--- config.mk ---
export PLATFORM = sky130hd
export DESIGN_NAME = ws2812_pixel_serializer
export DESIGN_NICKNAME = d
export VERILOG_FILES = /design/src/hw/rtl/wsps_pkg.sv /design/src/hw/rtl/wsps_csr_regs.sv /design/src/hw/rtl/wsps_phase_seq.sv /design/src/hw/rtl/ws2812_pixel_serializer.sv
export SDC_FILE = /design/constraint.sdc
export NUM_CORES = 1
export LEC_CHECK = 0
export BUFFER_PORTS_ARGS = -buffer_cell sky130_fd_sc_hd__buf_2
export CORE_UTILIZATION = 46
export DETAILED_ROUTE_END_ITERATION = 8
export PLACE_DENSITY = 0.63
export SYNTH_ARGS = -nofsm -noshare
export SYNTH_HDL_FRONTEND = slang
export SYNTH_HIERARCHICAL = 1
export SYNTH_SLANG_ARGS = --single-unit
--- constraint.sdc ---
create_clock -name clock -period 3.9 [get_ports clock]
set_input_delay 0.39 -clock clock [delete_from_list [all_inputs] [get_ports clock]]
set_output_delay 0.39 -clock clock [all_outputs]
set_load 0.02 [all_outputs]
--- src/hw/rtl/wsps_pkg.sv ---
// Shared types, constants and the byte-order decode for the pixel serializer.
// No dependencies; imported by every module of the block.
package wsps_pkg;

   localparam int BITS_PER_COLOR   = 8;
   localparam int COLORS           = 3;
   localparam int PIXEL_BITS       = BITS_PER_COLOR * COLORS;
   localparam int PHASES_PER_PIXEL = 2 * PIXEL_BITS;
   localparam int PHASE_IDX_W      = $clog2(PHASES_PER_PIXEL + 1);

   localparam int TICK_W    = 16;
   localparam int PULSE_W   = 12;
   localparam int CSR_IDX_W = 3;

   localparam logic [PHASE_IDX_W-1:0] LAST_BIT_PHASE =
      PHASE_IDX_W'(PHASES_PER_PIXEL - 1);
   localparam logic [PHASE_IDX_W-1:0] LATCH_PHASE = PHASE_IDX_W'(PHASES_PER_PIXEL);

   typedef enum logic [CSR_IDX_W-1:0] {
      CSR_SHORT_TICKS = 3'd0,
      CSR_LONG_TICKS  = 3'd1,
      CSR_LATCH_TICKS = 3'd2,
      CSR_BLUE_FIRST  = 3'd3,
      CSR_PAD_LEADS   = 3'd4
   } csr_index_type;

   // Effective settings: tick counts already forced to at least one.
   typedef struct packed {
      logic [TICK_W-1:0] short_ticks;
      logic [TICK_W-1:0] long_ticks;
      logic [TICK_W-1:0] latch_ticks;
      logic              blue_first;
      logic              pad_leads;
   } cfg_type;

   typedef struct packed {
      logic              line_level;
      logic [TICK_W-1:0] phase_ticks;
      logic              final_phase;
   } phase_type;

   // Pick the three color bytes and return them in wire order: green, red, blue.
   function automatic logic [PIXEL_BITS-1:0] decode_grb(
      input logic [31:0] word,
      input logic        pad_leads,
      input logic        blue_first
   );
      logic [23:0] colors;
      logic [7:0]  red;
      logic [7:0]  green;
      logic [7:0]  blue;
      colors = pad_leads ? word[31:8] : word[23:0];
      green  = colors[15:8];
      if (blue_first) begin
         blue = colors[7:0];
         red  = colors[23:16];
      end else begin
         red  = colors[7:0];
         blue = colors[23:16];
      end
      return {green, red, blue};
   endfunction

endpackage

--- src/hw/rtl/wsps_csr_regs.sv ---
// Configuration registers of the pixel serializer and their effective values.
// Depends on wsps_pkg.
module wsps_csr_regs (
   input  logic                           clock,
   input  logic                           reset,
   input  logic                           csr_we,
   input  logic [wsps_pkg::CSR_IDX_W-1:0] csr_index,
   input  logic [wsps_pkg::TICK_W-1:0]    csr_wdata,
   output wsps_pkg::cfg_type              cfg
);
   import wsps_pkg::*;

   logic [PULSE_W-1:0] short_ff;
   logic [PULSE_W-1:0] long_ff;
   logic [TICK_W-1:0]  latch_ff;
   logic               blue_first_ff;
   logic               pad_leads_ff;

   always_ff @(posedge clock) begin
      if (reset) begin
         short_ff      <= PULSE_W'(20);
         long_ff       <= PULSE_W'(45);
         latch_ff      <= TICK_W'(2500);
         blue_first_ff <= 1'b0;
         pad_leads_ff  <= 1'b0;
      end else if (csr_we) begin
         case (csr_index)
            CSR_SHORT_TICKS: short_ff      <= csr_wdata[PULSE_W-1:0];
            CSR_LONG_TICKS:  long_ff       <= csr_wdata[PULSE_W-1:0];
            CSR_LATCH_TICKS: latch_ff      <= csr_wdata;
            CSR_BLUE_FIRST:  blue_first_ff <= csr_wdata[0];
            CSR_PAD_LEADS:   pad_leads_ff  <= csr_wdata[0];
            default: ;
         endcase
      end
   end

   // A zero count still holds the line for one tick.
   always_comb begin
      cfg.short_ticks = (short_ff == '0) ? TICK_W'(1) : TICK_W'(short_ff);
      cfg.long_ticks  = (long_ff == '0) ? TICK_W'(1) : TICK_W'(long_ff);
      cfg.latch_ticks = (latch_ff == '0) ? TICK_W'(1) : latch_ff;
      cfg.blue_first  = blue_first_ff;
      cfg.pad_leads   = pad_leads_ff;
   end

endmodule

--- src/hw/rtl/wsps_phase_seq.sv ---
// Pixel input register and phase sequencer: holds one pixel in wire order and
// steps through its bit phases and optional latch phase. Depends on wsps_pkg.
module wsps_phase_seq (
   input  logic                 clock,
   input  logic                 reset,
   input  wsps_pkg::cfg_type    cfg,
   input  logic                 req_valid,
   output logic                 req_ready,
   input  logic [31:0]          req_pixel_word,
   input  logic                 req_last_pixel,
   input  logic                 advance,
   output logic                 phase_valid,
   output wsps_pkg::phase_type  phase
);
   import wsps_pkg::*;

   logic                   busy_ff;
   logic                   busy_in;
   logic [PIXEL_BITS-1:0]  bits_ff;
   logic [PIXEL_BITS-1:0]  bits_in;
   logic                   last_ff;
   logic [PHASE_IDX_W-1:0] idx_ff;
   logic [PHASE_IDX_W-1:0] idx_in;
   logic                   latch_phase;
   logic                   cur_bit;
   logic                   take;
   logic                   step;

   assign latch_phase = (idx_ff == LATCH_PHASE);
   assign cur_bit     = bits_ff[PIXEL_BITS-1];

   always_comb begin
      phase.line_level  = ~idx_ff[0] & ~latch_phase;
      phase.phase_ticks = latch_phase ? cfg.latch_ticks :
                          (cur_bit ^ idx_ff[0]) ? cfg.long_ticks : cfg.short_ticks;
      phase.final_phase = latch_phase | ((idx_ff == LAST_BIT_PHASE) & ~last_ff);
   end

   assign phase_valid = busy_ff;
   assign step        = busy_ff & advance;
   assign req_ready   = ~busy_ff | (step & phase.final_phase);
   assign take        = req_valid & req_ready;

   always_comb begin
      busy_in = busy_ff;
      bits_in = bits_ff;
      idx_in  = idx_ff;
      if (step) begin
         idx_in = idx_ff + PHASE_IDX_W'(1);
         // shift to the next bit after its low phase
         if (idx_ff[0]) begin
            bits_in = {bits_ff[PIXEL_BITS-2:0], 1'b0};
         end
         if (phase.final_phase) begin
            busy_in = 1'b0;
         end
      end
      if (take) begin
         busy_in = 1'b1;
         bits_in = decode_grb(req_pixel_word, cfg.pad_leads, cfg.blue_first);
         idx_in  = '0;
      end
   end

   always_ff @(posedge clock) begin
      if (reset) begin
         busy_ff <= 1'b0;
         idx_ff  <= '0;
      end else begin
         busy_ff <= busy_in;
         idx_ff  <= idx_in;
      end
   end

   always_ff @(posedge clock) begin
      bits_ff <= bits_in;
      if (take) begin
         last_ff <= req_last_pixel;
      end
   end

endmodule

--- src/hw/rtl/ws2812_pixel_serializer.sv ---
// Top level of the LED pixel serializer: configuration registers, phase
// sequencer and the registered result stage. Depends on wsps_pkg,
// wsps_csr_regs and wsps_phase_seq.
//
// Usage:
//  - req_ channel: one transfer carries a 32-bit pixel word (byte 0 in bits
//    7:0) and a last-pixel flag. Each pixel turns into 48 line phases (a high
//    and a low phase per color bit, green, red, blue, MSB first), plus one
//    low latch phase when the last-pixel flag is set.
//  - rsp_ channel: one transfer per phase: line level, tick count and a flag
//    on the last phase of the pixel.
//  - csr_ port: write-only, index 0..4 = short, long, latch ticks, blue_first,
//    pad_leads. Write only while no pixel is in flight. A zero tick count
//    acts as one tick; writes to other indexes are dropped.
// Timing: a pixel's first phase reaches rsp_ after the pixel register and the
// result register. Phases leave one per cycle while rsp_ready is high; a
// pixel is 48 or 49 phases, and the next is taken in the same cycle its final
// phase enters the result register, so a stream keeps the output gap-free.
// Reset clears the pipeline and loads the default register values.
// A stalled receiver (rsp_ready low) holds the result register and freezes
// the sequencer; no phase is lost or repeated.
module ws2812_pixel_serializer (
   input  logic                           clock,
   input  logic                           reset,
   input  logic                           req_valid,
   output logic                           req_ready,
   input  logic [31:0]                    req_pixel_word,
   input  logic                           req_last_pixel,
   output logic                           rsp_valid,
   input  logic                           rsp_ready,
   output logic                           rsp_line_level,
   output logic [wsps_pkg::TICK_W-1:0]    rsp_phase_ticks,
   output logic                           rsp_final_phase,
   input  logic                           csr_we,
   input  logic [wsps_pkg::CSR_IDX_W-1:0] csr_index,
   input  logic [wsps_pkg::TICK_W-1:0]    csr_wdata
);
   import wsps_pkg::*;

   cfg_type   cfg;
   phase_type phase;
   logic      phase_valid;
   logic      advance;
   logic      out_valid_ff;
   logic      out_valid_in;
   phase_type out_ff;

   wsps_csr_regs u_csr (
      .clock     (clock),
      .reset     (reset),
      .csr_we    (csr_we),
      .csr_index (csr_index),
      .csr_wdata (csr_wdata),
      .cfg       (cfg)
   );

   wsps_phase_seq u_seq (
      .clock          (clock),
      .reset          (reset),
      .cfg            (cfg),
      .req_valid      (req_valid),
      .req_ready      (req_ready),
      .req_pixel_word (req_pixel_word),
      .req_last_pixel (req_last_pixel),
      .advance        (advance),
      .phase_valid    (phase_valid),
      .phase          (phase)
   );

   // Advance whenever the result register is empty or being drained.
   assign advance      = ~out_valid_ff | rsp_ready;
   assign out_valid_in = advance ? phase_valid : out_valid_ff;

   always_ff @(posedge clock) begin
      if (reset) begin
         out_valid_ff <= 1'b0;
      end else begin
         out_valid_ff <= out_valid_in;
      end
   end

   // Payload: load a new phase on advance, hold otherwise.
   always_ff @(posedge clock) begin
      if (advance & phase_valid) begin
         out_ff <= phase;
      end
   end

   assign rsp_valid       = out_valid_ff;
   assign rsp_line_level  = out_ff.line_level;
   assign rsp_phase_ticks = out_ff.phase_ticks;
   assign rsp_final_phase = out_ff.final_phase;

endmodule
## Word level (Yosys, flattened, before mapping)

Index checks and enable logic that the tools add are counted.

- Bits in registers: 93
- Input bits: 57
- Logic and storage cells: 63

- $add $sub $neg: 1
- Equality and inequality tests: 6
- Mux-type cells: 14
- Bitwise gates (word level): 14
- Reductions and logical operators: 15

Operator list:

| kind | count |
|---|---|
| $mux W24 | 4 |
| $mux W12 | 3 |
| $mux W16 | 2 |
| $logic_not A12 Y1 | 2 |
| $logic_not A16 Y1 | 1 |
| $mux W8 | 2 |
| $reduce_and A2 Y1 | 7 |
| $eq A6 B6 Y1 const B | 2 |
| $add A6 B1 Y6 const B | 1 |
| $eq A3 B2 Y1 const B | 2 |
| $reduce_bool A2 Y1 | 3 |
| $and A1 B1 Y1 | 5 |
| $not A1 Y1 | 5 |
| $eq A3 B1 Y1 const B | 1 |
| $eq A3 B3 Y1 const B | 1 |
| $logic_not A3 Y1 | 1 |
| $mux W1 | 3 |
| $or A1 B1 Y1 | 3 |
| $reduce_or A2 Y1 | 1 |
| $xor A1 B1 Y1 | 1 |

## Depth between registers and ports, before layout

- Depth in word-level cells: 8
- Mapped depth: 7
- Gate-level depth less buffers: 6

## Modules after synthesis

Netlist, hierarchy kept.

Modules (own cells, without submodules):

| module | instances | cells an instance | area each (um^2) | seq. area each (um^2) |
|---|---|---|---|---|
| wsps_phase_seq | 1 | 197 | 2403.6 | 890.9 |
| wsps_csr_regs | 1 | 248 | 1858.0 | 840.8 |
| ws2812_pixel_serializer | 1 | 23 | 595.6 | 560.5 |

## Least setup slack after synthesis

OpenSTA, ideal clock, no wires.

- Path type: register to register
- Start point: register u_seq.idx_ff[0]
- End point: register u_seq.bits_ff[0], enable pin
- Library setup time: 0.419 ns
- Data arrival time: 2.528 ns
- Data required time: 3.481 ns
- Setup slack: 0.953 ns
- Cell stages (with the launch flop): 6
- Clock period less this slack: 2.947 ns
- Path through: dfxtp_1 -> inv_1 -> ha_1 -> nand4bb_1 -> or3_4 -> a32oi_1

- Word-level cells in the longest chain between the ends: 8
- Elaborated cells between the ends (all ways): 10

Ends and longest elaborated chain:

| element | RTL line | source |
|---|---|---|
| start, declared | wsps_phase_seq.sv:22 | `logic [PHASE_IDX_W-1:0] idx_ff;` |
| start signal, assigned | wsps_phase_seq.sv:71 | `idx_ff <= idx_in;` |
| $eq A6 B6 Y1 | wsps_phase_seq.sv:36 | `phase.final_phase = latch_phase \| ((idx_ff == LAST_BIT_PHASE) & ~last_ff);` |
| $and A1 B1 Y1 | wsps_phase_seq.sv:36 |  |
| $or A1 B1 Y1 | wsps_phase_seq.sv:36 |  |
| $and A1 B1 Y1 | wsps_phase_seq.sv:41 | `assign req_ready = ~busy_ff \| (step & phase.final_phase);` |
| $or A1 B1 Y1 | wsps_phase_seq.sv:41 |  |
| $and A1 B1 Y1 | wsps_phase_seq.sv:42 | `assign take = req_valid & req_ready;` |
| $reduce_bool A2 Y1 (no line) | n/a |  |
| $reduce_and A2 Y1 (no line) * | n/a |  |
| end signal, assigned | wsps_phase_seq.sv:76 | `bits_ff <= bits_in;` |
| end, declared | wsps_phase_seq.sv:19 | `logic [PIXEL_BITS-1:0] bits_ff;` |

Mark *: on every way between the ends. The rest lies on a longest branch, timed or not.
A chain may end at the register's enable or synchronous reset.

==> results.md <==
- The flow ran to the end, and the final reports show no timing, DRC or antenna violations.
- The share of total power dissipated in combinational logic is 0.137.
- Routability-driven placement finished with a final weighted congestion of between 0.7 and 0.8.
- The clock-pin slew on the worst setup and hold paths is roughly 90 ps.
- The overall fraction of global-route tracks in use is 0.188.
- The tightest slew margin relative to the limit is 0.202.
- The routed layout has 3299 vias.
- The number of distinct library cell variants in the gate-level netlist after synthesis is 47.
- The post-route DRC violation count is 0.
- Among all flip-flop cells after synthesis, the most frequent one is sky130_fd_sc_hd__dfxtp_1.
- The proportion of total power due to net switching is 0.266.
- The worst hold path class is in2reg.
- The layout overhead on the synthesized area is 7.52%.
- For the worst setup path, the data arrival time is about 1800 ps.
- Once placement completed, the tool counted placed cells totaling around 620.
- After layout, the worst setup slack is 1690 ps.
- The floorplan has 37 rows.
- The largest net degree at the start of global routing is 55.
- The Yosys step of the flow raised 6 warnings.
- The part of the power in the clock network is 0.304.
- The number of H-tree levels is 3.
- From bottom edge to top edge, the die measures between 100 and 150 um.
- TritonCTS built the clock tree.
- The initial antenna violation count is 0.
- The final net count is 552.
- The number of antenna diodes in the final layout is 0.
- The number of global-route vias before repair came to 3306.
- The critical path endpoint category is an output pin.
- The effective utilization at floorplan is 0.473.
- The routed design has slightly below 10000 um of wire.
- The number of I/O port buffers is 76.
- The total overflow left after global routing is 0.
- In this run the static leakage power is 2.01 nW.
- The mapped netlist covers 0.00486 mm2.
- In this run, synthesis inferred between 40 and 50 flip-flops with an integrated enable.
- The I/O pin count is 77.
- The synthesis-stage register bit count is 93.
- After clock tree synthesis, the flow added hold-fix buffers numbering 0.
- The number of instances in the synthesized netlist is 468.
- The final-report max-slew violation count is 0.
- After routing, the total negative slack on setup checks comes to 0 ps.
- The maximum buffer depth of the clock tree is 2.
- The count of nets left with antenna violations once routing finished came out at 0.
- The area of the multi-input gates is approximately 0.0022 mm2.
- The power density relative to cell area is 377 mW/mm2.
- The share of the Yosys chip area taken by registers is 0.472.
- Summed over all nets, the switching power comes to 0.524 mW.
- The detailed router finished its first iteration with 165 violations.
- In this run, post-CTS repair resized a total of 0 instances.
- The slew of the pin with the lowest slew margin is 1190 ps.
- The footprint of the flip-flops and latches is 0.00229 mm2.
- Dividing the detail-routed via count by the number of cells gives roughly 5.2.
- The number of buffers inserted during clock tree synthesis is 9.
- In this run the standard cell core region covers 0.0103 mm2.
- The clock net in this run drives a total of 93 sinks.
- The worst setup timing slack at the placement stage is about 1700 ps.
- Of the total power, registers draw 0.560.
- At the worst endpoint, the required time is roughly 3500 ps.
- The total die area is between 0.01 and 0.015 mm2.
- At the end of the flow the core is filled with cells to 0.508.
- In this run the horizontal extent of the chip is 105 um.
- The worst path needs approximately 2200 ps of the cycle, external delays included.
- The fraction of layout cells with a size suffix above 1 is 0.277.
- The clock reaches the later pin of the worst-skew pair after ~360 ps.
- The largest vdd supply drop is 197 uV.
- For this run, the detailed router's first-pass iteration total came to 4.
- The category of the critical setup timing path is reg2out.
- The setup fix buffers added after clock tree synthesis is 0.
- The maximum fanout encountered on the critical timing path is 5.
- Setup repair after global routing left no endpoint under its margin.
- The CTS root buffer is sky130_fd_sc_hd__clkbuf_8.
- The number of setup violations in the final report is 0.
- Internal power comes to between 1 and 1.5 mW.
- The first global-routing pass estimated 16000 um of wire.
- The count of cells in the finished layout, fillers not included, comes to 634.
- The count of fill cells added during filler insertion is 987.
- On the final layout, the worst clock skew is 11.9 ps.
- The final hold violation count is 0.
- A synthesized cell averages 10.4 um2.
- The worst hold-check slack is roughly 210 ps.
- The final clock period utilization by the worst path is 0.567.
- After detailed routing, the average wire length per cell comes to between 15 and 20 um.
- Across the run, the number of max-cap violations was 0.
- Summed over all nets, the half-perimeter wirelength after detailed placement is 6840 um.
- The proportion of synthesized flip-flops having asynchronous set or reset is 0.
- For this run, the top clock speed supported by timing is 0.452 GHz.
- The worst setup path is launched from a register.
metrics by stage:
stage / instance area (um2) / power (mW)
4_1_cts: 5220 / 1.99
3_5_place_dp: 5040 / 1.39
2_1_floorplan: 4880 / 1.32
3_3_place_gp: 5040 / 1.39
5_1_grt: 5220 / 2.05
6_report: 5220 / 1.97
power by group through the flow:
stage / Combinational (mW) / Sequential (mW) / Clock [mW]
global placement: 0.263 / 1.12 / 0
finish: 0.269 / 1.10 / 0.598
detailed placement: 0.268 / 1.13 / 0
CTS: 0.270 / 1.10 / 0.614
global route: 0.293 / 1.11 / 0.654
floorplan: 0.188 / 1.13 / 0
cell type report:
type,instances,area share
multi-input combinational,305,0.413
timing repair buffer,79,0.0771
clock inverter,7,0.0108
tap,136,0.0326
inverter,5,0.00359
sequential,93,0.439
clock buffer,9,0.0237
worst max-delay path, cell delays in order (launching register included):
cell and delay (ps):
sky130_fd_sc_hd__dfxtp_1 380, sky130_fd_sc_hd__inv_1 160, sky130_fd_sc_hd__ha_1 200, sky130_fd_sc_hd__nand4bb_1 130
sky130_fd_sc_hd__o22ai_1 280, sky130_fd_sc_hd__nand2_1 90, sky130_fd_sc_hd__nand2_1 70, sky130_fd_sc_hd__buf_2 160
synth_stat cells, types with 3 or more instances:
library cell | instances | area (um2)
sky130_fd_sc_hd__dfxtp_1 | 50 | 1000
sky130_fd_sc_hd__buf_8 | 3 | 45.0
sky130_fd_sc_hd__edfxtp_1 | 43 | 1290
sky130_fd_sc_hd__mux2_2 | 9 | 101
sky130_fd_sc_hd__nor3_1 | 18 | 90.1
sky130_fd_sc_hd__mux2i_1 | 47 | 470
sky130_fd_sc_hd__buf_4 | 11 | 82.6
sky130_fd_sc_hd__xnor2_1 | 4 | 35.0
sky130_fd_sc_hd__nand4bb_1 | 4 | 45.0
sky130_fd_sc_hd__nand3b_1 | 7 | 52.6
sky130_fd_sc_hd__mux2_4 | 20 | 300
sky130_fd_sc_hd__clkbuf_1 | 44 | 165
sky130_fd_sc_hd__a21oi_1 | 46 | 230
sky130_fd_sc_hd__nor2_1 | 25 | 93.8
sky130_fd_sc_hd__nand2_1 | 79 | 297
sky130_fd_sc_hd__and4bb_1 | 3 | 37.5
sky130_fd_sc_hd__nor4_1 | 7 | 43.8
sky130_fd_sc_hd__inv_1 | 5 | 18.8
sky130_fd_sc_hd__buf_2 | 7 | 35.0
flip-flops by register name, indices dropped and copies added (netlist names):
register,flops
rsp_phase_ticks,16
u_seq/idx_ff,6
u_csr/latch_ff,16
u_csr/short_ff,12
rsp_valid,1
u_seq/bits_ff,24
rsp_line_level,1
rsp_final_phase,1
u_csr/long_ff,12
u_csr/blue_first_ff,1
u_seq/last_ff,1
u_csr/pad_leads_ff,1
u_seq/phase_valid,1
per-layer routing:
metal,share of wire,vias up,track usage
li1,-,1647,-
met1,0.48,1557,0.255
met2,0.45,87,0.307
met3,0.054,8,0.0356
met4,0.0095,0,0.0553
met5,0,-,0
cell families after synthesis:
kind of cell | synth area share
other cells | 0.000772
simple gates | 0.162
buf+inv | 0.0907
compound gates | 0.0634
xor+xnor | 0.0124
flops | 0.472
fa+ha+maj | 0.00515
mux | 0.193
cells in the final DEF, fill, tap and decap left out, types with 18 or more instances in the layout:
cell	instances
sky130_fd_sc_hd__nand2_1	79
sky130_fd_sc_hd__buf_2	76
sky130_fd_sc_hd__a21oi_1	46
sky130_fd_sc_hd__nor2_1	25
sky130_fd_sc_hd__dfxtp_1	50
sky130_fd_sc_hd__edfxtp_1	43
sky130_fd_sc_hd__mux2_4	20
sky130_fd_sc_hd__mux2i_1	47
sky130_fd_sc_hd__nor3_1	18
worst paths after layout:
path | startpoint | end | slack (ps) | cells after the start
max | u_seq/idx_ff[0] | req_ready | 1690 | 7
min | req_last_pixel | u_seq/last_ff | 210 | 1
max reg2reg | u_seq/idx_ff[0] | u_seq/bits_ff[21] | 1710 | 6
min reg2reg | u_csr/short_ff[0] | u_csr/short_ff[0] | 470 | 2
Note: power is estimated with default switching activity, not from simulation.
